--- src/hw/rtl/rsfc_pkg.sv ---
`timescale 1ns / 1ps

package rsfc_pkg;

    localparam int SAMPLE_BITS   = 10;
    localparam int SMOOTH_SHIFT  = 4;                  // accumulator runs at 16x
    localparam int ACC_BITS      = SAMPLE_BITS + SMOOTH_SHIFT;
    localparam int COUNT_BITS    = 4;
    localparam int THRESH_BITS   = 10;
    localparam int CFG_DATA_BITS = 10;
    localparam int MEDIAN_DEPTH  = 3;
    localparam int SLOT_BITS     = 2;

    localparam logic [THRESH_BITS-1:0] JUMP_THRESHOLD_RESET = THRESH_BITS'(80);
    localparam logic [COUNT_BITS-1:0]  HOLD_WINDOW_RESET    = COUNT_BITS'(7);

    typedef enum logic {
        CMD_FILTER = 1'b0,
        CMD_CLEAR  = 1'b1
    } t_command;

    typedef enum logic {
        CFG_JUMP_THRESHOLD = 1'b0,
        CFG_HOLD_WINDOW    = 1'b1
    } t_cfg_index;

    typedef struct packed {
        t_command               command;
        logic [SAMPLE_BITS-1:0] distance_in;
    } t_in_item;

    typedef struct packed {
        logic [SAMPLE_BITS-1:0] median_out;
        logic [SAMPLE_BITS-1:0] skip_out;
        logic [SAMPLE_BITS-1:0] smooth_out;
    } t_out_item;

endpackage

--- src/hw/rtl/rsfc_filter_stage.sv ---
`timescale 1ns / 1ps

module rsfc_filter_stage (
    input  logic                            i_clk,
    input  logic                            i_rst_n,
    input  logic                            i_en,
    input  rsfc_pkg::t_in_item              i_item,
    input  logic [rsfc_pkg::THRESH_BITS-1:0] i_jump_threshold,
    input  logic [rsfc_pkg::COUNT_BITS-1:0]  i_hold_window,
    output rsfc_pkg::t_out_item             o_result
);
    import rsfc_pkg::*;

    logic [SAMPLE_BITS-1:0] r_buf [MEDIAN_DEPTH];
    logic [SLOT_BITS-1:0]   r_slot;
    logic [SAMPLE_BITS-1:0] r_held;
    logic [COUNT_BITS-1:0]  r_count;
    logic [ACC_BITS-1:0]    r_acc;

    logic [SAMPLE_BITS-1:0] n_buf [MEDIAN_DEPTH];
    logic [SLOT_BITS-1:0]   n_slot;
    logic [SAMPLE_BITS-1:0] n_held;
    logic [COUNT_BITS-1:0]  n_count;
    logic [ACC_BITS-1:0]    n_acc;

    logic [SLOT_BITS-1:0]   slot_eff;
    logic [SAMPLE_BITS-1:0] med_lo, med_hi, med;
    logic [SAMPLE_BITS-1:0] held_eff, diff, skip_val;
    logic [COUNT_BITS:0]    count_next;
    logic                   suspect;
    logic signed [ACC_BITS:0] acc_diff, acc_adj, acc_half;
    logic                   is_clear;

    assign is_clear = (i_item.command == CMD_CLEAR);

    // median of three over the buffer with the new sample written in
    always_comb begin
        slot_eff = (r_slot < SLOT_BITS'(MEDIAN_DEPTH)) ? r_slot : '0;
        for (int i = 0; i < MEDIAN_DEPTH; i++) begin
            n_buf[i] = (slot_eff == SLOT_BITS'(i)) ? i_item.distance_in : r_buf[i];
        end
        n_slot = (slot_eff == SLOT_BITS'(MEDIAN_DEPTH - 1)) ? '0 : slot_eff + 1'b1;
        med_lo = (n_buf[0] < n_buf[1]) ? n_buf[0] : n_buf[1];
        med_hi = (n_buf[0] < n_buf[1]) ? n_buf[1] : n_buf[0];
        if (n_buf[2] <= med_lo) begin
            med = med_lo;
        end else if (n_buf[2] >= med_hi) begin
            med = med_hi;
        end else begin
            med = n_buf[2];
        end
    end

    // skip filter: empty hold latches the first nonzero median
    always_comb begin
        held_eff   = (r_held == '0 && med != '0) ? med : r_held;
        diff       = (held_eff > med) ? held_eff - med : med - held_eff;
        suspect    = (diff > i_jump_threshold) || (med == '0);
        count_next = {1'b0, r_count} + 1'b1;
        skip_val   = med;
        n_count    = '0;
        if (suspect && count_next <= {1'b0, i_hold_window}) begin
            n_count  = count_next[COUNT_BITS-1:0];
            skip_val = held_eff;
        end
        n_held = skip_val;
    end

    // exponential average, half step truncated toward zero
    always_comb begin
        acc_diff = $signed({1'b0, skip_val, SMOOTH_SHIFT'(0)}) - $signed({1'b0, r_acc});
        acc_adj  = acc_diff + $signed({{ACC_BITS{1'b0}}, acc_diff[ACC_BITS]});
        acc_half = acc_adj >>> 1;
        n_acc    = (skip_val == '0) ? '0 : r_acc + acc_half[ACC_BITS-1:0];
    end

    always_comb begin
        if (is_clear) begin
            o_result = '0;
        end else begin
            o_result.median_out = med;
            o_result.skip_out   = skip_val;
            o_result.smooth_out = n_acc[ACC_BITS-1 -: SAMPLE_BITS];
        end
    end

    always_ff @(posedge i_clk) begin
        if (!i_rst_n || (i_en && is_clear)) begin
            for (int i = 0; i < MEDIAN_DEPTH; i++) begin
                r_buf[i] <= '0;
            end
            r_slot  <= '0;
            r_held  <= '0;
            r_count <= '0;
            r_acc   <= '0;
        end else if (i_en) begin
            for (int i = 0; i < MEDIAN_DEPTH; i++) begin
                r_buf[i] <= n_buf[i];
            end
            r_slot  <= n_slot;
            r_held  <= n_held;
            r_count <= n_count;
            r_acc   <= n_acc;
        end
    end

`ifndef SYNTHESIS
    a_slot_range: assert property (@(posedge i_clk) disable iff (!i_rst_n)
        r_slot != SLOT_BITS'(MEDIAN_DEPTH))
        else $error("median slot out of range");

    a_held_tracks_skip: assert property (@(posedge i_clk) disable iff (!i_rst_n)
        i_en |=> r_held == $past(o_result.skip_out))
        else $error("held value differs from last skip output");

    a_clear_zeroes: assert property (@(posedge i_clk) disable iff (!i_rst_n)
        i_en && is_clear |=> r_acc == '0 && r_count == '0 && r_slot == '0)
        else $error("clear left filter state");

    a_zero_skip_zero_acc: assert property (@(posedge i_clk) disable iff (!i_rst_n)
        i_en && !is_clear && skip_val == '0 |=> r_acc == '0)
        else $error("accumulator not zeroed on zero input");
`endif

endmodule

--- src/hw/rtl/range_sample_filter_chain.sv ---
`timescale 1ns / 1ps
// Each sample passes through the input register, then the result register, and its result
// is offered from the result register until it is taken.
// Throughput: one sample per cycle; a new sample is taken while a result waits in the
// output register, and the pipe stalls only when both registers are full and the result
// is not taken.
// Reset (synchronous, active low) zeroes all filter state and sets jump_threshold to 80
// and hold_window to 7; no clearing pass is needed.

module range_sample_filter_chain (
    input  logic                              i_clk,
    input  logic                              i_rst_n,
    input  logic                              i_in_valid,
    output logic                              o_in_ready,
    input  rsfc_pkg::t_in_item                i_in_item,
    output logic                              o_out_valid,
    input  logic                              i_out_ready,
    output rsfc_pkg::t_out_item               o_out_item,
    input  logic                              i_cfg_we,
    input  rsfc_pkg::t_cfg_index              i_cfg_index,
    input  logic [rsfc_pkg::CFG_DATA_BITS-1:0] i_cfg_data
);
    import rsfc_pkg::*;

    logic                   r_in_valid;
    t_in_item               r_in_item;
    logic                   r_out_valid;
    t_out_item              r_out_item;
    logic [THRESH_BITS-1:0] r_jump_threshold;
    logic [COUNT_BITS-1:0]  r_hold_window;

    logic      advance;
    logic      in_xfer;
    t_out_item result;

    assign advance    = r_in_valid && (!r_out_valid || i_out_ready);
    assign o_in_ready = !r_in_valid || advance;
    assign in_xfer    = i_in_valid && o_in_ready;

    rsfc_filter_stage u_filter (
        .i_clk            (i_clk),
        .i_rst_n          (i_rst_n),
        .i_en             (advance),
        .i_item           (r_in_item),
        .i_jump_threshold (r_jump_threshold),
        .i_hold_window    (r_hold_window),
        .o_result         (result)
    );

    always_ff @(posedge i_clk) begin
        if (!i_rst_n) begin
            r_jump_threshold <= JUMP_THRESHOLD_RESET;
            r_hold_window    <= HOLD_WINDOW_RESET;
        end else if (i_cfg_we) begin
            unique case (i_cfg_index)
                CFG_JUMP_THRESHOLD: r_jump_threshold <= i_cfg_data[THRESH_BITS-1:0];
                CFG_HOLD_WINDOW:    r_hold_window    <= i_cfg_data[COUNT_BITS-1:0];
                default: ;
            endcase
        end
    end

    always_ff @(posedge i_clk) begin
        if (!i_rst_n) begin
            r_in_valid <= 1'b0;
        end else if (in_xfer) begin
            r_in_valid <= 1'b1;
        end else if (advance) begin
            r_in_valid <= 1'b0;
        end
    end

    always_ff @(posedge i_clk) begin
        if (in_xfer) begin
            r_in_item <= i_in_item;
        end
    end

    always_ff @(posedge i_clk) begin
        if (!i_rst_n) begin
            r_out_valid <= 1'b0;
        end else if (advance) begin
            r_out_valid <= 1'b1;
        end else if (i_out_ready) begin
            r_out_valid <= 1'b0;
        end
    end

    always_ff @(posedge i_clk) begin
        if (advance) begin
            r_out_item <= result;
        end
    end

    assign o_out_valid = r_out_valid;
    assign o_out_item  = r_out_item;

`ifndef SYNTHESIS
    a_advance_fills_out: assert property (@(posedge i_clk) disable iff (!i_rst_n)
        advance |=> r_out_valid)
        else $error("result register not loaded after advance");

    a_stall_only_when_full: assert property (@(posedge i_clk) disable iff (!i_rst_n)
        !o_in_ready |-> r_in_valid && r_out_valid && !i_out_ready)
        else $error("input stalled with room in the pipe");

    a_clear_gives_zero: assert property (@(posedge i_clk) disable iff (!i_rst_n)
        advance && r_in_item.command == CMD_CLEAR |=> o_out_item == '0)
        else $error("clear transfer produced nonzero result");
`endif

endmodule
--- config.mk ---
export PLATFORM = sky130hd
export DESIGN_NAME = range_sample_filter_chain
export DESIGN_NICKNAME = d
export VERILOG_FILES = /design/src/hw/rtl/rsfc_pkg.sv /design/src/hw/rtl/rsfc_filter_stage.sv /design/src/hw/rtl/range_sample_filter_chain.sv
export SDC_FILE = /design/constraint.sdc
export NUM_CORES = 1
export LEC_CHECK = 0
export BUFFER_PORTS_ARGS = -buffer_cell sky130_fd_sc_hd__buf_2
export CAP_MARGIN = 40
export CORE_MARGIN = 2
export CORE_UTILIZATION = 40
export DETAILED_ROUTE_END_ITERATION = 6
export PLACE_DENSITY = 0.61
export REMOVE_ABC_BUFFERS = 1
export SLEW_MARGIN = 10
export SYNTH_ARGS = -nofsm -noshare
export SYNTH_HDL_FRONTEND = slang
export SYNTH_SLANG_ARGS = --single-unit
--- constraint.sdc ---
create_clock -name i_clk -period 13 [get_ports i_clk]
set_input_delay 1.3 -clock i_clk [delete_from_list [all_inputs] [get_ports i_clk]]
set_output_delay 1.3 -clock i_clk [all_outputs]
set_load 0.01 [all_outputs]
After elaboration in Yosys (flattened, before gate mapping):

Memories as Yosys holds them, arrays and structs flattened.
Index checks and enable logic that the tools add are counted.

* reduce and logical (&&, ||, !) cells: 21
* bitwise operators: 4
* add/subtract/negate cells: 7
* equality and inequality tests: 2
* magnitude comparators: 7
* multiplexer cells: 26

Operators by type and width (number)
* 2-to-1 mux 10 bit: 13
* logical NOT 10 bit: 3
* > comparator 10 bit: 2
* subtractor 10 bit: 2
* adder 15 x 2 -> 15 bit: 1
* subtractor 14 x 14 -> 15 bit: 1
* adder 14 bit: 1
* 2-to-1 mux 14 bit: 1
* greater-or-equal comparator 10 bit: 1
* less-or-equal comparator 10 bit: 1
* < comparator 10 bit: 1
* nonzero test 10 bit: 1
* 2-to-1 mux 1 bit: 9
* adder 4 x 1 -> 5 bit (second input constant): 1
* less-or-equal comparator 5 x 4 -> 1 bit: 1
* logical AND 1 bit: 5
* logical OR 1 bit: 4
* 2-to-1 mux 2 bit: 2
* 2-to-1 mux 4 bit: 1
* AND reduction 2 bit: 2
* nonzero test 2 bit: 2
* logical NOT 1 bit: 3
* bitwise OR 1 bit: 3
* adder 2 x 1 -> 2 bit (second input constant): 1
* 5 further kinds: 5

* memories: 1
* bits in registers: 87
* input bits: 27
* logic and storage cells: 81
* RAM bits: 30

Memories
* u_filter.r_buf: words 3, bits a word 10, rd ports 3, clocked after Yosys merged registers in 0, wr ports 3, RTL line rsfc_filter_stage.sv:14 `logic [SAMPLE_BITS-1:0] r_buf [MEDIAN_DEPTH];`

Longest topological paths before layout:

Gate-level depths: netlist (run 1).

* word-level depth: 22
* mapped depth: 81

Cells and area by module:

From an unflattened synthesis (run 1), not the netlist that was laid out.

* cells, all modules: 919
* area, all modules: 8622.0 um^2

Modules (own cells, without submodules)
* rsfc_filter_stage: times used 1, seq. area each 1501.4 um^2, area each 6735.2 um^2, cells each 809
* range_sample_filter_chain: times used 1, seq. area each 1551.5 um^2, area each 1886.8 um^2, cells each 110

Worst setup path after synthesis (run 1):

No wires, ideal clock.

* kind: reg-to-reg
* from: reg u_filter.r_slot[0]
* to: reg r_out_item, in the netlist o_out_item[8] (data pin)
* cell stages (with the launch flop): 77
* setup time: 0.270 ns
* arrival: 13.405 ns
* data required time: 12.730 ns
* path slack: -0.675 ns
* path through: dfxtp_1 inv_1 ha_1 buf_2 buf_6 mux2i_1 inv_1 ha_1 a21oi_1 nor2_1 a211oi_1 o21ai_2 buf_2 o21ai_0 nand2_1 ha_1 a2111oi_0 nand2_1 [... 41 more ...] a21oi_1 nor2_1 a21oi_1 o22ai_1 xor2_1 ha_1 a21oi_1 o21ai_0 a21o_1 a21o_1 a21o_1 a21o_1 nand3_1 nand2_1 a21o_1 a21oi_1 xor2_1 nor3_1

RTL lines
* from (decl): RTL line rsfc_filter_stage.sv:15 `logic [SLOT_BITS-1:0] r_slot;`
* from (signal assigned): RTL line rsfc_filter_stage.sv:100 `r_slot <= n_slot;`
* to (signal assigned): RTL line range_sample_filter_chain.sv:91 `r_out_item <= result;`
* to (decl): RTL line range_sample_filter_chain.sv:28 `t_out_item r_out_item;`

Final worst setup path (run 1):

* from: reg u_filter.r_slot[1]
* to: reg r_out_item, in the netlist o_out_item[7] (data pin)

* longest elaborated chain between the ends: 22
* elaborated cells on any way between the ends: 32
* classes of those cells: add/sub (5); order compare (6); eq/ne (2); mux (12); reduce/logical (7)

Ends and longest elaborated chain
* < comparator 2 bit: RTL line rsfc_filter_stage.sv:38 `slot_eff = (r_slot < SLOT_BITS'(MEDIAN_DEPTH)) ? r_slot : '0;`
* 2-to-1 mux 2 bit (*): RTL line rsfc_filter_stage.sv:38
* equality test 2 x 1 -> 1 bit or logical NOT 2 bit (tied branches): RTL line rsfc_filter_stage.sv:40 `n_buf[i] = (slot_eff == SLOT_BITS'(i)) ? i_item.distance_in : r_buf[i];`
* 2-to-1 mux 10 bit: RTL line rsfc_filter_stage.sv:40
* < comparator 10 bit: RTL line rsfc_filter_stage.sv:43, rsfc_filter_stage.sv:44
* 2-to-1 mux 10 bit: RTL line rsfc_filter_stage.sv:44 `med_hi = (n_buf[0] < n_buf[1]) ? n_buf[1] : n_buf[0];`
* greater-or-equal comparator 10 bit: RTL line rsfc_filter_stage.sv:47 `end else if (n_buf[2] >= med_hi) begin`
* 2-to-1 mux 10 bit: RTL line rsfc_filter_stage.sv:47
* [... 1 more ...]
* via u_filter.med[0]: RTL line rsfc_filter_stage.sv:27 `logic [SAMPLE_BITS-1:0] med_lo, med_hi, med;`
* [... 6 more ...]
* logical OR 1 bit: RTL line rsfc_filter_stage.sv:58 `suspect = (diff > i_jump_threshold) || (med == '0);`
* logical AND 1 bit: RTL line rsfc_filter_stage.sv:62 `if (suspect && count_next <= {1'b0, i_hold_window}) begin`
* 2-to-1 mux 10 bit (*): RTL line rsfc_filter_stage.sv:62
* via u_filter.n_held[0]: RTL line rsfc_filter_stage.sv:22 `logic [SAMPLE_BITS-1:0] n_held;`
* subtractor 14 x 14 -> 15 bit: RTL line rsfc_filter_stage.sv:71 `acc_diff = $signed({1'b0, skip_val, SMOOTH_SHIFT'(0)}) - $signed({1'b0, r_acc});`
* adder 15 x 2 -> 15 bit: RTL line rsfc_filter_stage.sv:72 `acc_adj = acc_diff + $signed({{ACC_BITS{1'b0}}, acc_diff[ACC_BITS]});`
* adder 14 bit: RTL line rsfc_filter_stage.sv:74 `n_acc = (skip_val == '0) ? '0 : r_acc + acc_half[ACC_BITS-1:0];`
* 2-to-1 mux 14 bit (*): RTL line rsfc_filter_stage.sv:74

Mark *: on every way through the listed nets, which the timed path passes. The rest lies on a longest branch.
A chain may end at the register's enable or synchronous reset.

==> impl_metrics.yaml, run 1 <==
critical_path:
  critPathSlowestCell: "a2111o_1"
  required_ps: 13170
  critPathKind: "reg -> reg"
  ff2ff_setup_slack_ps: -60
  arrival_ps: 13230
  critPathCaptureType: "flop"
  startpoint: "u_filter.r_slot[1]"
  cpPeakStageDelay_ps: 460
  r2r-end: "o_out_item[7]"
  start_kind: "flop"
  r2r-start: "u_filter.r_slot[1]"
  r2r_cells: 77
  crit_fanout: 6
logic_synthesis:
  avgSynthCellArea_um2: 9.15
  synth_compound_area_share_pct: 18.4
  synth_seq_cells: 117
  ys_seq_area_share_pct: 35.6
  syn_area_um2: 8560
  netlist_instances: 936
  synth_top_cell_by_area: "edfxtp_1"
  synth.most_common_cell: "ha_1"
  synth_xor_area_share_pct: 5.11
  muxShareOfSynthArea_pct: 5.87
  yosysWarnings: 0
  netlist_top_cells_count: "91 x ha_1, 89 x inv_1, 89 x nor2_1, 71 x edfxtp_1, 67 x nand2_1"
  synthAdderAreaFrac_pct: 14.0
  ys.flop_type: "edfxtp_1"
  yosysTopAreaCellShare_pct: 24.9
  async_reset_ff_share_pct: 0
  synth_edf_count: 71
  synth_top_family_by_area: "compound AO/OA/AOI/OAI gates"
  ys_types: 75
  synthTopCellsByArea: "edfxtp_1 25%, ha_1 13%, dfxtp_1 11%"
  yosys.area_share.simple_pct: 14.9
drt:
  viasPerCell: 5.28
  drt_first_pass_iters: 5
  drt_wl_total_um: 24600
  drtIter0Drc: 467
  final_antenna_net_count: 0
  drc_errors: 0
  wl_per_cell_um: 16.7
  num_vias: 7774
timing:
  setup_slack_ps: -56.9
  rsz0062_at_grt: "true"
  hold_viol: 0
  tns_ps: -113
  final.min_clock_period_ps: 13060
  setup_viol: 3
  skew_ps: 11.8
  maxSlewHeadroom_pct: 47.7
  final.period_utilization_pct: 100
  max_freq_mhz: 76.6
  timing.hold.ws_ps: 464
  worst_slew_pin_slew_ps: 782
  slew_violations: 0
run_status:
  violations: "setup timing"
  outcome: "finished, violations left"
cells_and_area:
  drive_gt1_share_pct: 34.3
  fin_cells: 1472
  finalNetCount: 1305
  diodes: 0
  synthToLayoutAreaGrowth_pct: 37.8
  fillerInstances: 1846
hold_path:
  min-delay-start: "r_jump_threshold[3]"
  min_to: "r_jump_threshold[3]"
  min_path_cells: 2
  min_path_type: "reg -> reg"
global_routing:
  antenna_found_initial: 0
  grt.total_usage_pct: 21.5
  grt_max_degree: 33
  grt_pass1_wl_um: 37800
  overflow: 0
  grt_pass1_vias: 7573
place:
  dp.cells: 1424
  pre_cts_ws_ps: -879
  place_hpwl_um: 17700
  routabilityCongestion: 0.927
  io_buffers: 58
clock_network:
  clockBufferDepth: 2
  clk_latency_ps: 430
  clk_pin_slew_ps: 60
  h-tree-depth: 4
  cts.sink_count: 117
  numCtsBuffers: 17
  tritoncts: "built"
  root_buffer: "clkbuf_16"
floorplan:
  io_pins: 59
  initial_core_util_pct: 40.7
  die_height_um: 150
  core_area_um2: 21000
  row_count: 53
  dieWidth_um: 150
  dieArea_um2: 22600
run:
  max_cap_viol_count: 0
[logic make-up (layout without fill, tap and decap cells)]
kind of cell | after synthesis | in the layout
and+or+nand+nor | 269 | 269
AOI/OAI and AO/OA | 229 | 229
buffers and inverters | 129 | 390
DFF | 117 | 117
adders and majority gates | 94 | 94
xor gates and xnor gates | 50 | 50
muxes | 48 | 48
[metrics by stage]
step	utilization, %	area [um2]
detailed placement	49.9	10500
CTS	54.0	11300
global placement	49.7	10500
global route	56.2	11800
floorplan	-	8390
finish	56.2	11800
[what timing repair did]
action                                  CTS  global route
endpoints found under the setup margin   17            20
buffers inserted                          7             8
hold buffers                              0             0
endpoints found under the hold margin     0             0
gates resized for setup                  47            91
cloned                                    0             1
pin swaps                                19            69
[registers in the layout, indices dropped and copies added (netlist names)]
signal            cells
r_in_valid            1
o_out_item           30
r_jump_threshold     10
o_out_valid           1
r_hold_window         4
u_filter.r_slot       2
r_in_item            11
u_filter.r_acc       14
u_filter.r_count      4
u_filter.r_held      10
u_filter.r_buf       30
[layout by cell type, fill, tap and decap left out, types with 5 or more instances in the layout]
cell type,n
inv_1,84
a31oi_1,5
mux2_4,5
o211ai_1,5
ha_1,78
o21ai_1,16
dfxtp_1,45
clkbuf_16,17
inv_6,6
a21oi_2,11
ha_4,10
o21ai_2,9
buf_2,59
nor2b_1,13
mux2i_2,5
nand2_1,64
inv_2,7
a21o_1,29
nor2_2,6
o22ai_1,6
nand4_1,9
nand2b_1,7
o32ai_1,11
buf_6,9
a311oi_2,5
xnor2_1,29
a21oi_1,38
nor2_1,83
mux2i_1,31
xor2_1,18
a21boi_0,10
o21a_1,7
edfxtp_1,71
and2_1,6
buf_4,195
o21ai_0,23
nand3_1,32
o21bai_1,7
nor3_1,17
[how the worst max path moves through the flow]
stage | endpoint | slack, ps | depth (start not counted)
floorplan | o_out_item[8] | -890 | 71
global placement | o_out_item[8] | -520 | 73
detailed placement | o_out_item[8] | -880 | 74
CTS | o_out_item[8] | 0.2 | 75
global route | o_out_item[7] | -820 | 76
finish | o_out_item[7] | -60 | 77
[routing by layer]
metal  part of all wire, %  global-route usage [%]  up-vias
met4                   1.5                    6.23        0
met3                   3.5                    3.94       32
met5                     0                       0        -
li1                      -                       -     3855
met2                    49                    37.0      155
met1                    46                    27.4     3732
[critical path: cells and delay by family, from the launching register on]
| kind | cells | cell delay [ps] |
|---|---|---|
| flip-flops | 1 | 390 |
| multiplexers | 4 | 1260 |
| XOR/XNOR | 3 | 450 |
| AO/OA/AOI/OAI | 32 | 5440 |
| AND/OR/NAND/NOR | 18 | 1890 |
| buffers and inverters | 11 | 1230 |
| adder cells (fa/ha/maj) | 9 | 2130 |
[final cells by class]
type | instances | area [um2] | share of cell area, %
Inverter | 91 | 342 | 2.89
Timing Repair Buffer | 267 | 1940 | 16.5
Clock inverter | 15 | 169 | 1.43
Sequential cell | 117 | 3050 | 25.9
Clock buffer | 17 | 425 | 3.60
Tap cell | 275 | 344 | 2.91
Multi-Input combinational cell | 690 | 5530 | 46.8
Power of run 1 is not shown: default switching activity piles up to over one toggle a cycle in this logic, so the estimate is an artifact.
==> run 2: changes to the inputs <==
--- a/config.mk
+++ b/config.mk
@@ -11,6 +11,7 @@
 export CORE_UTILIZATION = 40
 export DETAILED_ROUTE_END_ITERATION = 6
 export PLACE_DENSITY = 0.61
+export RECOVER_POWER = 100
 export REMOVE_ABC_BUFFERS = 1
 export SLEW_MARGIN = 10
 export SYNTH_ARGS = -nofsm -noshare
==> run 2 against run 1 <==
Compared with the run above:
- the run ends with capacitance limit, slew limit, setup timing left
- cell count stayed put
- critical path depth stayed put
- first-iteration DRC count is 12% lower
- core utilization is 0.42 points lower
- die area stayed put
- fmax hardly changed
- sequential share of layout area is 0.20 points higher
- global-route usage stayed put
- register-to-register slack hardly changed
- critical endpoint unchanged
- highest routed layer unchanged
==> impl_metrics.yaml, run 2 (same netlist as run 1, synthesis figures left out) <==
floorplan:
  io_pins: 59
  core_area_um2: 21000
  dieWidth_um: 150
  die_height_um: 150
  row_count: 53
  dieArea_um2: 22600
  initial_core_util_pct: 40.7
drt:
  num_vias: 7782
  drtIter0Drc: 411
  wl_per_cell_um: 16.6
  viasPerCell: 5.29
  final_antenna_net_count: 0
  drt_wl_total_um: 24500
  drt_first_pass_iters: 6
  drc_errors: 0
timing:
  rsz0062_at_grt: "true"
  skew_ps: 11.4
  final.period_utilization_pct: 100
  setup_viol: 4
  timing.hold.ws_ps: 464
  slew_violations: 64
  max_freq_mhz: 76.6
  hold_viol: 0
  maxSlewHeadroom_pct: -27.8
  final.min_clock_period_ps: 13060
  setup_slack_ps: -62.2
  worst_slew_pin_slew_ps: 1920
critical_path:
  cpPeakStageDelay_ps: 460
  r2r-end: "o_out_item[7]"
  critPathSlowestCell: "a2111o_1"
  critPathCaptureType: "flop"
  crit_fanout: 6
  arrival_ps: 13230
  r2r-start: "u_filter.r_slot[1]"
  critPathKind: "reg -> reg"
  required_ps: 13170
  ff2ff_setup_slack_ps: -60
  start_kind: "flop"
  r2r_cells: 77
clock_network:
  clockBufferDepth: 2
  tritoncts: "built"
  cts.sink_count: 117
  root_buffer: "clkbuf_16"
  numCtsBuffers: 17
  clk_pin_slew_ps: 60
  clk_latency_ps: 430
  h-tree-depth: 4
  ctsHoldBuffers: 0
cells_and_area:
  diodes: 0
  drive_gt1_share_pct: 31.1
  utilization_pct: 55.7
  final_cell_mix: "192 x buf_4, 84 x inv_1, 83 x nor2_1"
  finalNetCount: 1305
  fillerInstances: 1869
  final_common_cell: "buf_4"
  synthToLayoutAreaGrowth_pct: 36.8
run_status:
  outcome: "finished, violations left"
  violations: "capacitance limit, slew limit, setup timing"
place:
  place_hpwl_um: 17700
  routabilityCongestion: 0.927
  pre_cts_ws_ps: -879
  io_buffers: 58
global_routing:
  grt.total_usage_pct: 21.5
  grt_pass1_vias: 7573
  grt_max_degree: 33
  grt_pass1_wl_um: 37800
  overflow: 0
  antenna_found_initial: 0
hold_path:
  min_to: "r_jump_threshold[3]"
  min-delay-start: "r_jump_threshold[3]"
  min_path_type: "reg -> reg"
  min_path_cells: 2
run:
  max_cap_viol_count: 2
==> run 2: cell count changes in the layout (fill, tap and decap cells not counted), sizes merged <==
cell and change:
buf -39, clkbuf +39
==> run 2: worst max-delay path, delay by kind of cell (launching register included) <==
| kind | cells | cell delay (ps) |
|---|---|---|
| AO/OA/AOI/OAI | 32 | 5430 |
| adder cells (fa/ha/maj) | 9 | 2120 |
| AND/OR/NAND/NOR | 18 | 1890 |
| multiplexers | 4 | 1260 |
| buffers and inverters | 11 | 1230 |
| XOR/XNOR | 3 | 450 |
| flip-flops | 1 | 390 |
==> run 2: worst max-delay path by stage <==
| stage | startpoint | to | slack (ps) | cells after the start |
|---|---|---|---|---|
| 3_5_place_dp | u_filter.r_slot[0] | o_out_item[8] | -880 | 74 |
| 4_1_cts | u_filter.r_slot[0] | o_out_item[8] | 0.2 | 75 |
| 6_report | u_filter.r_slot[1] | o_out_item[7] | -60 | 77 |
| 5_1_grt | u_filter.r_slot[0] | o_out_item[7] | -820 | 76 |
| 3_3_place_gp | u_filter.r_slot[0] | o_out_item[8] | -520 | 73 |
| 2_1_floorplan | u_filter.r_slot[0] | o_out_item[8] | -890 | 71 |
==> run 2: what timing repair did <==
action	CTS	global route
cloned	0	1
pin swaps	19	69
buffers inserted	7	8
endpoints found under the setup margin	17	20
gates resized for setup	47	91
==> run 2: layer usage <==
| metal | share of wire [%] | vias to the layer above | global-route usage [%] |
|---|---|---|---|
| met3 | 3.6 | 33 | 3.94 |
| met2 | 49 | 158 | 37.0 |
| met4 | 1.5 | 0 | 6.23 |
| met5 | 0 | - | 0 |
| met1 | 46 | 3740 | 27.4 |
| li1 | - | 3851 | - |
==> run 2: cell type report <==
cell class / instances / area [um2] / share of cell area (%)
repair buffers: 267 / 1850 / 15.8
well taps: 275 / 344 / 2.94
clock inverters: 15 / 169 / 1.44
flip-flops and latches: 117 / 3050 / 26.1
clock buffers: 17 / 425 / 3.63
inverters: 91 / 342 / 2.92
multi-input cells: 690 / 5530 / 47.2
==> run 2: stage by stage <==
step           setup TNS [ps]  cell area [um2]  std cells
6_report                 -126            11700       1472
4_1_cts                     0            11300       1463
3_5_place_dp            -7510            10500       1424
3_3_place_gp            -3120            10500       1422
2_1_floorplan           -6000             8390        898
5_1_grt                 -7490            11700       1472
Power of run 2 is left out for the same reason.
==> run 3: changes to the inputs <==
--- a/config.mk
+++ b/config.mk
@@ -8,9 +8,9 @@
 export BUFFER_PORTS_ARGS = -buffer_cell sky130_fd_sc_hd__buf_2
 export CAP_MARGIN = 40
 export CORE_MARGIN = 2
-export CORE_UTILIZATION = 40
+export CORE_UTILIZATION = 41
 export DETAILED_ROUTE_END_ITERATION = 6
-export PLACE_DENSITY = 0.61
+export PLACE_DENSITY = 0.62
 export RECOVER_POWER = 100
 export REMOVE_ABC_BUFFERS = 1
 export SLEW_MARGIN = 10
==> run 3 against run 2 <==
Compared with the run above:
- the flow finishes with violations (capacitance limit, slew limit)
- via count rose by 0.45%
- critical path depth fell by 1
- flip-flop and latch count did not move
- register-to-register slack improved by 260 ps
- die area fell by 2.4%
- core utilization rose by 2.6 points
- worst setup slack improved by 260 ps
- cell count rose by 0.41%
==> impl_metrics.yaml, run 3 (same netlist as run 1, synthesis figures left out) <==
drt:
  viasPerCell: 5.29
  drt_first_pass_iters: 5
  wl_per_cell_um: 16.5
  final_antenna_net_count: 0
  drt_wl_total_um: 24400
  num_vias: 7817
  drtIter0Drc: 402
  drc_errors: 0
hold_path:
  min_path_type: "reg -> reg"
  min-delay-start: "r_jump_threshold[9]"
  min_to: "r_jump_threshold[9]"
  min_path_cells: 2
timing:
  hold_viol: 0
  max_freq_mhz: 78.1
  final.period_utilization_pct: 98.5
  skew_ps: 18.3
  setup_viol: 0
  worst_slew_pin_slew_ps: 1980
  slew_violations: 69
  tns_ps: 0
  rsz0062_at_grt: "true"
  final.min_clock_period_ps: 12800
  maxSlewHeadroom_pct: -31.7
clock_network:
  root_buffer: "clkbuf_16"
  numCtsBuffers: 17
  clk_latency_ps: 440
  clk_pin_slew_ps: 60
  tritoncts: "built"
  clockBufferDepth: 2
  h-tree-depth: 4
  cts.sink_count: 117
global_routing:
  grt_pass1_wl_um: 38300
  overflow: 0
  antenna_found_initial: 0
  grt.total_usage_pct: 22.0
  grt_max_degree: 37
  grt_pass1_vias: 7673
place:
  place_hpwl_um: 17600
  io_buffers: 58
  routabilityCongestion: 0.911
  postPlaceCellArea_um2: 10500
critical_path:
  cpPeakStageDelay_ps: 450
  crit_fanout: 7
  crit_path_frequent_cell: "a21oi_2"
  r2r-end: "o_out_item[8]"
  arrival_ps: 12970
  critPathCaptureType: "flop"
  start_kind: "flop"
  r2r-start: "u_filter.r_slot[0]"
  critPathTopFamily: "compound AO/OA/AOI/OAI gates"
  critPathSlowestCell: "a2111o_1"
  r2r_cells: 76
  critPathKind: "reg -> reg"
  critPathBufInv: 8
  ff2ff_setup_slack_ps: 200
  required_ps: 13160
cells_and_area:
  final_area_um2: 11900
  synthToLayoutAreaGrowth_pct: 38.6
  final_cell_mix: "209 x buf_4, 85 x inv_1, 85 x nor2_1"
  finalNetCount: 1316
  diodes: 0
  multiInputGateArea_um2: 5610
  utilization_pct: 58.3
  register_area_um2: 3060
  drive_gt1_share_pct: 32.4
  fillerInstances: 1739
  final_common_cell: "buf_4"
run:
  max_cap_viol_count: 2
floorplan:
  initial_core_util_pct: 42.1
  dieWidth_um: 149
  core_area_um2: 20400
  dieArea_um2: 22100
  io_pins: 59
  row_count: 52
  die_height_um: 149
run_status:
  outcome: "finished, violations left"
  violations: "capacitance limit, slew limit"
==> run 3: cell count changes in the layout (fill, tap and decap cells not counted), moves of 4 or more <==
cell	change
ha_4	+5
ha_1	-6
buf_4	+17
nand2_2	+4
buf_6	-5
==> run 3: layout make-up <==
class	count	share of cell area [%]
repair buffers	278	16.2
well taps	270	2.85
clock buffers	18	3.61
multi-input cells	690	47.3
flip-flops and latches	117	25.7
clock inverters	14	1.41
inverters	91	2.88
==> run 3: stage by stage <==
step                cells  hold WS (ps)  setup WS, ps
finish               1478           465           196
detailed placement   1421           456          -603
global placement     1420           454          -401
global route         1478           504          -547
CTS                  1458           465          9.31
floorplan             898           438          -890
==> run 3: worst max-delay path by stage <==
stage                                to  depth (start not counted)  slack [ps]                from
final                     o_out_item[8]                         76         200  u_filter.r_slot[0]
after global routing      o_out_item[8]                         75        -550  u_filter.r_slot[0]
after CTS                 o_out_item[8]                         74           9  u_filter.r_slot[1]
after detailed placement  o_out_item[8]                         71        -600  u_filter.r_slot[0]
after global placement    o_out_item[8]                         72        -400  u_filter.r_slot[0]
after floorplan           o_out_item[8]                         71        -890  u_filter.r_slot[0]
==> run 3: metal layers <==
metal,up-vias,GRT usage (%),wire length [um]
met5,-,0,0
met4,0,6.71,476
met3,37,3.50,801
met2,150,38.4,12200
met1,3754,27.9,10900
li1,3876,-,-
==> run 3: repair_timing <==
| item | CTS | global route |
|---|---|---|
| buffers inserted | 5 | 18 |
| resized for setup | 29 | 111 |
| pin swaps | 10 | 67 |
| hold endpoints to repair | 0 | 0 |
| setup endpoints to repair | 11 | 20 |
| cloned | 0 | 2 |
| hold buffers | 0 | 0 |
==> run 3: worst min-delay path, delay by kind of cell, from the launching register on <==
kind | cells | cell delay (ps)
DFF | 1 | 310
AOI/OAI and AO/OA | 1 | 60
and+or+nand+nor | 1 | 40
Power of run 3 is left out for the same reason.
